===== src/rtl/core/urcs_pkg.sv =====
package urcs_pkg;

   // Defaults for the top-level parameters.
   localparam int WRAP_COUNT_DEFAULT = 150;
   localparam int MSG_MAX_DEFAULT    = 20;

   // Reply pattern characters.
   localparam logic [7:0] CHAR_O      = 8'h4F;
   localparam logic [7:0] CHAR_K      = 8'h4B;
   localparam logic [7:0] CHAR_PROMPT = 8'h3E;
   localparam logic [7:0] CHAR_R      = 8'h72;

   // Link status byte patterns.
   localparam logic [7:0] LINK_UP_B3   = 8'h20;
   localparam logic [7:0] LINK_UP_B2   = 8'h02;
   localparam logic [7:0] LINK_DOWN_B2 = 8'h64;
   localparam logic [7:0] LINK_DOWN_B1 = 8'h01;
   localparam logic [7:0] LINK_DOWN_B0 = 8'h60;

   // Progress codes: READY_LAST once "read" is matched, READY_MATCHED once a reply already lies in the history.
   localparam logic [2:0] READY_LAST    = 3'd4;
   localparam logic [2:0] READY_MATCHED = 3'd5;

   // First four characters of the word "ready" (r, e, a, d), picked by the matched prefix length.
   function automatic logic [7:0] ready_char(input logic [1:0] idx);
      logic [7:0] ch;
      case (idx)
         2'd0:    ch = 8'h72;
         2'd1:    ch = 8'h65;
         2'd2:    ch = 8'h61;
         2'd3:    ch = 8'h64;
         default: ch = 8'h72;
      endcase
      return ch;
   endfunction

   typedef struct packed {
      logic [7:0] rx_byte;
   } req_type;

   typedef struct packed {
      logic command_mode;
   } csr_type;

   typedef struct packed {
      logic       ok_seen;
      logic       msg_valid;
      logic [7:0] msg_byte;
      logic [4:0] msg_index;
      logic       msg_last;
      logic       connected;
      logic       buffer_wrapped;
   } rsp_type;

   // Reply tracker state, cleared together with the history.
   typedef struct packed {
      logic [2:0] ready_progress;
      logic       ok_progress;
      logic       zero_blocked;
   } track_type;

   // Feed one history byte to the reply tracker.
   function automatic track_type track_step(input track_type cur, input logic [7:0] ch);
      track_type nxt;
      logic      hit;
      nxt = cur;
      hit = 1'b0;
      if (!cur.zero_blocked && cur.ready_progress < READY_MATCHED) begin
         if (ch == 8'h00) begin
            nxt.zero_blocked   = 1'b1;
            nxt.ok_progress    = 1'b0;
            nxt.ready_progress = 3'd0;
         end else begin
            hit = (ch == CHAR_PROMPT) || (cur.ok_progress && ch == CHAR_K) ||
                  (cur.ready_progress == READY_LAST && ch == ready_char(2'd0) + 8'h07);
            nxt.ok_progress = (ch == CHAR_O);
            if (hit) begin
               nxt.ready_progress = READY_MATCHED;
            end else if (cur.ready_progress < READY_LAST &&
                         ch == ready_char(cur.ready_progress[1:0])) begin
               nxt.ready_progress = cur.ready_progress + 3'd1;
            end else begin
               nxt.ready_progress = (ch == CHAR_R) ? 3'd1 : 3'd0;
            end
         end
      end
      return nxt;
   endfunction

endpackage


===== src/rtl/core/urcs_chan_if.sv =====
interface urcs_chan_if #(
   parameter type payload_type = logic
) ();
   logic        valid;
   logic        ready;
   payload_type payload;

   modport source (output valid, output payload, input ready);
   modport sink   (input valid, input payload, output ready);
endinterface


===== src/rtl/core/uart_reply_and_command_sniffer_top.sv =====
// Watches a stream of received serial bytes, one request per byte, and returns one
// result per request. Every request is handled in a single registered pass, so a new
// byte is taken in every clock cycle while the skid entry is empty; a two-entry output
// buffer takes one more request while the result side stalls, then holds requests off
// until a result is taken. In command mode the block pulses ok_seen on "OK", ">" or
// "ready" since the last history clear (a zero byte blocks matching); in normal mode it
// extracts length-prefixed messages and marks the last byte. The connected flag tracks
// the link patterns 20 02 00 00 (up) and 64 01 60 (down). All state is in flip-flops
// and is ready right after reset, with no clearing pass.
module uart_reply_and_command_sniffer_top #(
   parameter int WRAP_COUNT = urcs_pkg::WRAP_COUNT_DEFAULT,
   parameter int MSG_MAX    = urcs_pkg::MSG_MAX_DEFAULT
) (
   input logic          clock,
   input logic          reset,
   urcs_chan_if.sink    req_chan,
   urcs_chan_if.source  rsp_chan,
   urcs_chan_if.sink    csr_chan
);

   localparam int POS_W = $clog2(MSG_MAX + 1);
   localparam logic [7:0]       WRAP_LIMIT = 8'(WRAP_COUNT);
   localparam logic [POS_W-1:0] POS_LIMIT  = POS_W'(MSG_MAX);

   // Configuration and tracking state.
   logic                  command_mode_ff;
   logic [23:0]           recent_ff, recent_in;
   logic [7:0]            byte_count_ff, byte_count_in;
   urcs_pkg::track_type   track_ff, track_in;
   logic [7:0]            remaining_ff, remaining_in;
   logic [POS_W-1:0]      position_ff, position_in;
   logic                  link_ff, link_in;
   urcs_pkg::rsp_type     result;

   // Output register with a skid entry behind it.
   logic                  out_valid_ff, skid_valid_ff;
   urcs_pkg::rsp_type     out_data_ff, skid_data_ff;

   logic accept;
   logic pop;

   assign csr_chan.ready = 1'b1;
   assign req_chan.ready = !skid_valid_ff;
   assign accept         = req_chan.valid && req_chan.ready;
   assign pop            = out_valid_ff && rsp_chan.ready;

   assign rsp_chan.valid   = out_valid_ff;
   assign rsp_chan.payload = out_data_ff;

   // Next state and result for the byte on the request side.
   always_comb begin
      logic [7:0]          ch;
      logic [7:0]          kept;
      logic [7:0]          b1, b2, b3;
      urcs_pkg::track_type tr;
      logic [7:0]          cnt;
      logic [7:0]          rem;
      logic [POS_W-1:0]    pos;
      logic                lnk;

      ch  = req_chan.payload.rx_byte;
      b1  = recent_ff[7:0];
      b2  = recent_ff[15:8];
      b3  = recent_ff[23:16];
      tr  = track_ff;
      cnt = byte_count_ff;
      rem = remaining_ff;
      pos = position_ff;
      kept = ch;
      result = '0;

      if (command_mode_ff) begin
         tr = urcs_pkg::track_step(track_ff, ch);
         if (tr.ready_progress >= urcs_pkg::READY_MATCHED) begin
            result.ok_seen = 1'b1;
            tr  = '0;
            cnt = 8'd0;
         end else begin
            if (cnt != 8'hFF) begin
               cnt = cnt + 8'd1;
            end
            if (cnt >= WRAP_LIMIT) begin
               tr  = '0;
               cnt = 8'd0;
               result.buffer_wrapped = 1'b1;
            end
         end
      end else begin
         // A byte arriving at a full history is treated as a zero.
         if (cnt >= WRAP_LIMIT) begin
            tr   = '0;
            cnt  = 8'd0;
            kept = 8'd0;
            result.buffer_wrapped = 1'b1;
         end
         tr = urcs_pkg::track_step(tr, kept);
         if (rem != 8'd0) begin
            rem = rem - 8'd1;
            if (pos < POS_LIMIT) begin
               result.msg_valid = 1'b1;
               result.msg_byte  = kept;
               result.msg_index = 5'(pos);
               result.msg_last  = (rem == 8'd0);
               pos = pos + POS_W'(1);
            end
         end
         // Two zeros then a nonzero byte announce a message length.
         if (cnt > 8'd3 && b2 == 8'd0 && b1 == 8'd0 && kept != 8'd0) begin
            rem = kept;
            pos = '0;
         end
         if (cnt != 8'hFF) begin
            cnt = cnt + 8'd1;
         end
      end

      // Link status follows the raw bytes.
      lnk = link_ff;
      if (b3 == urcs_pkg::LINK_UP_B3 && b2 == urcs_pkg::LINK_UP_B2 &&
          b1 == 8'd0 && ch == 8'd0) begin
         lnk = 1'b1;
      end
      if (b2 == urcs_pkg::LINK_DOWN_B2 && b1 == urcs_pkg::LINK_DOWN_B1 &&
          ch == urcs_pkg::LINK_DOWN_B0) begin
         lnk = 1'b0;
      end
      result.connected = lnk;

      recent_in     = {recent_ff[15:0], ch};
      byte_count_in = cnt;
      track_in      = tr;
      remaining_in  = rem;
      position_in   = pos;
      link_in       = lnk;
   end

   // State updates on each accepted request and each configuration write.
   always_ff @(posedge clock) begin
      if (reset) begin
         command_mode_ff <= 1'b1;
         recent_ff       <= '0;
         byte_count_ff   <= '0;
         track_ff        <= '0;
         remaining_ff    <= '0;
         position_ff     <= '0;
         link_ff         <= 1'b0;
      end else begin
         if (csr_chan.valid) begin
            command_mode_ff <= csr_chan.payload.command_mode;
         end
         if (accept) begin
            recent_ff     <= recent_in;
            byte_count_ff <= byte_count_in;
            track_ff      <= track_in;
            remaining_ff  <= remaining_in;
            position_ff   <= position_in;
            link_ff       <= link_in;
         end
      end
   end

   // Output register and skid entry.
   always_ff @(posedge clock) begin
      if (reset) begin
         out_valid_ff  <= 1'b0;
         skid_valid_ff <= 1'b0;
      end else if (pop) begin
         if (skid_valid_ff) begin
            out_data_ff   <= skid_data_ff;
            skid_valid_ff <= 1'b0;
         end else if (accept) begin
            out_data_ff <= result;
         end else begin
            out_valid_ff <= 1'b0;
         end
      end else if (accept) begin
         if (!out_valid_ff) begin
            out_valid_ff <= 1'b1;
            out_data_ff  <= result;
         end else begin
            skid_valid_ff <= 1'b1;
            skid_data_ff  <= result;
         end
      end
   end

endmodule


===== src/flat_wrapper.sv =====
// flat-port wrapper written by rule: the top's interface ports become plain ports
module uart_reply_and_command_sniffer_top_flat 
#(
   parameter int WRAP_COUNT = urcs_pkg::WRAP_COUNT_DEFAULT,
   parameter int MSG_MAX    = urcs_pkg::MSG_MAX_DEFAULT
)
  (clock, reset, req_chan_valid, req_chan_payload, req_chan_ready, rsp_chan_valid, rsp_chan_payload, rsp_chan_ready, csr_chan_valid, csr_chan_payload, csr_chan_ready);
  urcs_chan_if #(.payload_type(urcs_pkg::req_type)) req_chan_i ();
  urcs_chan_if #(.payload_type(urcs_pkg::rsp_type)) rsp_chan_i ();
  urcs_chan_if #(.payload_type(urcs_pkg::csr_type)) csr_chan_i ();
  input logic clock;
  input logic reset;
  input wire logic [$bits(req_chan_i.valid)-1:0] req_chan_valid;
  input wire logic [$bits(req_chan_i.payload)-1:0] req_chan_payload;
  output wire logic [$bits(req_chan_i.ready)-1:0] req_chan_ready;
  output wire logic [$bits(rsp_chan_i.valid)-1:0] rsp_chan_valid;
  output wire logic [$bits(rsp_chan_i.payload)-1:0] rsp_chan_payload;
  input wire logic [$bits(rsp_chan_i.ready)-1:0] rsp_chan_ready;
  input wire logic [$bits(csr_chan_i.valid)-1:0] csr_chan_valid;
  input wire logic [$bits(csr_chan_i.payload)-1:0] csr_chan_payload;
  output wire logic [$bits(csr_chan_i.ready)-1:0] csr_chan_ready;
  assign req_chan_i.valid = req_chan_valid;
  assign req_chan_i.payload = req_chan_payload;
  assign req_chan_ready = req_chan_i.ready;
  assign rsp_chan_valid = rsp_chan_i.valid;
  assign rsp_chan_payload = rsp_chan_i.payload;
  assign rsp_chan_i.ready = rsp_chan_ready;
  assign csr_chan_i.valid = csr_chan_valid;
  assign csr_chan_i.payload = csr_chan_payload;
  assign csr_chan_ready = csr_chan_i.ready;
  uart_reply_and_command_sniffer_top #(.WRAP_COUNT(WRAP_COUNT), .MSG_MAX(MSG_MAX)) u_core (.clock(clock), .reset(reset), .req_chan(req_chan_i), .rsp_chan(rsp_chan_i), .csr_chan(csr_chan_i));
endmodule

===== config.mk =====
export PLATFORM = sky130hd
export DESIGN_NAME = uart_reply_and_command_sniffer_top_flat
export DESIGN_NICKNAME = d
export VERILOG_FILES = /design/src/rtl/core/urcs_pkg.sv /design/src/rtl/core/urcs_chan_if.sv /design/src/rtl/core/uart_reply_and_command_sniffer_top.sv /design/src/flat_wrapper.sv
export SDC_FILE = /design/constraint.sdc
export NUM_CORES = 1
export LEC_CHECK = 0
export ABC_CLOCK_PERIOD_IN_PS = 3000
export BUFFER_PORTS_ARGS = -buffer_cell sky130_fd_sc_hd__buf_2
export CAP_MARGIN = 10
export CORE_AREA = 4 4 101 103
export CTS_CLUSTER_SIZE = 40
export DETAILED_ROUTE_END_ITERATION = 6
export DIE_AREA = 0 0 105 107
export PLACE_DENSITY = 0.78
export RECOVER_POWER = 25
export SETUP_SLACK_MARGIN = 0.05
export SYNTH_ARGS = -nofsm -noshare
export SYNTH_HDL_FRONTEND = slang
export SYNTH_SLANG_ARGS = --single-unit

===== constraint.sdc =====
create_clock -name clock -period 3 [get_ports clock]
set_input_delay 0.3 -clock clock [delete_from_list [all_inputs] [get_ports clock]]
set_output_delay 0.3 -clock clock [all_outputs]
set_load 0.1 [all_outputs]

==> flow_metrics.env <==
export IMPL_status="complete, but fails checks"
export IMPL_violations="capacitance limit, slew limit"
export IMPL_dp_hpwl_mm=8.33
export IMPL_ir_worst_vdd_mv=0.211
export IMPL_synth_warning_count=0
export IMPL_vias=4208
export IMPL_synth_edff_count=36
export IMPL_num_rows=35
export IMPL_min_to="u_core.command_mode_ff"
export IMPL_cts_tree="done"
export IMPL_critPathArrivalTime_ps=3130
export IMPL_drive_above_1_share_pct=15.3
export IMPL_synth_compound_area_share_pct=19.0
export IMPL_synth_fa_ha_area_share_pct=3.51
export IMPL_cts_buffers_inserted=9
export IMPL_grt_pass1_wl_mm=19.8
export IMPL_io_pins=35
export IMPL_rsz0062_at_grt="true"
export IMPL_fin_hold_ws_ps=142
export IMPL_maxCapViolCount=1
export IMPL_fmax_mhz=347
export IMPL_overflow=0
export IMPL_drt_first_iter_violations=346
export IMPL_nets=598
export IMPL_final_core_util_pct=59.1
export IMPL_whs_path_depth=2
export IMPL_timing_slew_headroom_pct=-16.8
export IMPL_syn_area_um2=5000
export IMPL_ant_nets=0
export IMPL_ys_flop_type="dfxtp_1"
export IMPL_crit_buf_inv=1
export IMPL_drt_first_pass_iters=5
export IMPL_crit_chain="inv_1 -> ha_1 -> or3_1 -> a211o_1 -> nand4b_1 -> a41oi_1 -> o31ai_4 -> a31oi_2 -> mux2_1"
export IMPL_h_tree_depth=3
export IMPL_r2r_start="u_core.track_ff[3]"
export IMPL_rr_endpoint="u_core.track_ff[1]"
export IMPL_worst_slew_pin_transition_ps=1750
export IMPL_clk_transition_reported_paths_ps=100
export IMPL_ys_seq_area_share_pct=43.3
export IMPL_synthesis_nets=574
export IMPL_synth_cells=546
export IMPL_hold_viol=0
export IMPL_slowest_stage="dfxtp_1"
export IMPL_drc=0
export IMPL_setup_tns_ps=0
export IMPL_via_per_inst=6.13
export IMPL_worstSkewPairLatency_ps=370
export IMPL_cp_max_fo=5
export IMPL_syn_area_per_cell_um2=9.15
export IMPL_gp_congestion=0.940
export IMPL_synthXorXnorAreaFrac_pct=2.80
export IMPL_r2r_cells=9
export IMPL_dieHeight_um=107
export IMPL_synth_top_family_by_area="simple AND/OR/NAND/NOR gates"
export IMPL_startpoint_type="flop"
export IMPL_initial_core_util_pct=54.3
export IMPL_fp_dieArea_um2=11200
export IMPL_synth_simple_area_share_pct=22.1
export IMPL_synth_seq_cells=90
export IMPL_area_growth_syn_to_layout_pct=8.87
export IMPL_finClkSkew_ps=15.9
export IMPL_muxShareOfSynthArea_pct=4.21
export IMPL_cp_slowest_stage_delay_ps=420
export IMPL_grt_pass1_vias=4034
export IMPL_synth_distinct_cells=72
export IMPL_min_path_type="in -> reg"
export IMPL_fin_crit_ps=2880
export IMPL_clock_sinks=90
export IMPL_async_flop_share_pct=0
export IMPL_finalWirelength_mm=11.8
export IMPL_grt_usage_pct=21.4
export IMPL_die_w_um=105
export IMPL_clock_path_buffers=2
export IMPL_fin_crit_sh_pct=96.0
export IMPL_cts_root_buf="clkbuf_8"
export IMPL_hold_start="csr_chan_valid"
export IMPL_end_kind="flop"
export IMPL_wl_per_cell_um=17.2
export IMPL_diodes=0
export IMPL_setup_viol=0
export IMPL_antenna_found_initial=0
export IMPL_power_leakage_uw=0.00191
export IMPL_power_density_nw_per_um2=490
export IMPL_critical_path_class="reg -> reg"
export IMPL_grt_max_degree=48
export IMPL_crit_family="compound AO/OA/AOI/OAI gates"
export IMPL_critPathRequiredTime_ps=3250
export IMPL_r2r_slack_ps=120
export IMPL_drv_slew=39
export IMPL_port_buffer_count=33
export IMPL_core_area_um2=9200
## worst reg2reg max path, cell delays in order (launching register included)
cell and delay, ps:
dfxtp_1 420, inv_1 130, ha_1 220, or3_1 310
a211o_1 300, nand4b_1 220, a41oi_1 400, o31ai_4 160
a31oi_2 260, mux2_1 360
## cells in the final DEF (no fill, tap or decap), types with 16 or more instances in the layout
master / Yosys / layout
a21oi_1: 54 / 53
buf_2: 9 / 16
buf_4: 5 / 18
clkbuf_1: 22 / 19
dfxtp_1: 54 / 52
edfxtp_1: 36 / 36
nand2_1: 79 / 79
nor2_1: 32 / 32
o21ai_0: 23 / 23
## through the flow
step	power [uW]	worst slack, ps	instance area (um^2)	cells
after global routing	2790	18.0	5440	686
after floorplan	1760	106	5000	546
after detailed placement	1860	203	5260	670
final	2660	121	5440	686
after CTS	2670	186	5450	686
after global placement	1850	340	5260	670
## timing repair
| action | CTS | global route |
|---|---|---|
| resized for setup | 0 | 5 |
| setup endpoints to repair | 0 | 7 |
| buffers inserted | 0 | 0 |
| hold buffers | 0 | 0 |
## layout make-up
class                           instances  area, um^2
Tap cell                              111         139
Fill cell                             789        3760
Sequential cell                        90        2160
Timing Repair Buffer                   53         287
Inverter                               13        48.8
Multi-Input combinational cell        403        2610
Clock inverter                          7        71.3
Clock buffer                            9         124
## synthesized netlist by cell type (all sizes together), types with 2 or more instances
master | count | area share [%]
mux2i | 3 | 0.60
ha | 14 | 3.5
xor2 | 8 | 1.4
nor2b | 4 | 0.50
or2 | 3 | 0.43
and3 | 8 | 1.0
nand3b | 5 | 0.75
a211oi | 9 | 1.4
nand4 | 11 | 1.4
nor3b | 2 | 0.30
o41ai | 2 | 0.50
inv | 13 | 0.98
or3 | 2 | 0.25
nor4 | 9 | 1.1
buf | 18 | 2.4
o211ai | 7 | 1.1
nor3 | 15 | 1.5
nand4b | 3 | 0.53
a41oi | 4 | 0.85
and4 | 2 | 0.40
nand2 | 79 | 5.9
a21oi | 55 | 5.7
nand2b | 7 | 0.88
a32oi | 3 | 0.53
a31oi | 4 | 0.63
nor4b | 2 | 0.78
o21a | 3 | 0.45
nand3 | 15 | 1.5
xnor2 | 8 | 1.4
a21boi | 4 | 0.75
clkbuf | 22 | 1.7
o31ai | 4 | 0.70
a22oi | 3 | 0.45
dfxtp | 54 | 22
o21ai | 25 | 2.5
nor2 | 33 | 2.5
and2 | 12 | 1.5
edfxtp | 36 | 22
a311oi | 2 | 0.35
a221oi | 3 | 0.88
mux2 | 16 | 3.6
## kinds of logic after synthesis
family / after synthesis
compound gates: 137
xor+xnor: 16
fa+ha+maj: 14
buf+inv: 53
flops: 90
mux: 19
other cells: 1
simple gates: 216
## registers in the layout (all words and copies together), names as in the netlist, 5 cells and up
signal	count
u_core.skid_data_ff	18
u_core.track_ff	5
u_core.rsp_chan.payload	18
u_core.position_ff	5
u_core.remaining_ff	8
u_core.byte_count_ff	8
u_core.recent_ff	24
## power breakdown
part | leakage, uW | switching, uW | internal, uW
Combinational | 0.00103 | 348 | 137
Sequential | 0.000784 | 39.0 | 1320
Clock | 0.0000931 | 500 | 325
## how the worst max path moves through the flow
| stage | slack (ps) | end | startpoint | depth (start not counted) |
|---|---|---|---|---|
| after floorplan | 110 | u_core.rsp_chan.payload[0] | u_core.rsp_chan.valid | 2 |
| after global placement | 340 | u_core.track_ff[1] | u_core.track_ff[3] | 9 |
| after detailed placement | 200 | u_core.track_ff[2] | u_core.byte_count_ff[1] | 12 |
| after CTS | 190 | u_core.track_ff[2] | u_core.byte_count_ff[1] | 12 |
| after global routing | 20 | u_core.track_ff[2] | u_core.byte_count_ff[1] | 12 |
| final | 120 | u_core.track_ff[1] | u_core.track_ff[3] | 9 |
## routing by layer
layer | track usage, % | share of wire (%) | vias up
li1 | - | - | 2028
met1 | 28.8 | 47 | 2050
met2 | 35.2 | 46 | 113
met3 | 3.49 | 4.9 | 17
met4 | 7.03 | 1.6 | 0
met5 | 0 | 0 | -
Power figures use the tool's default switching activity.
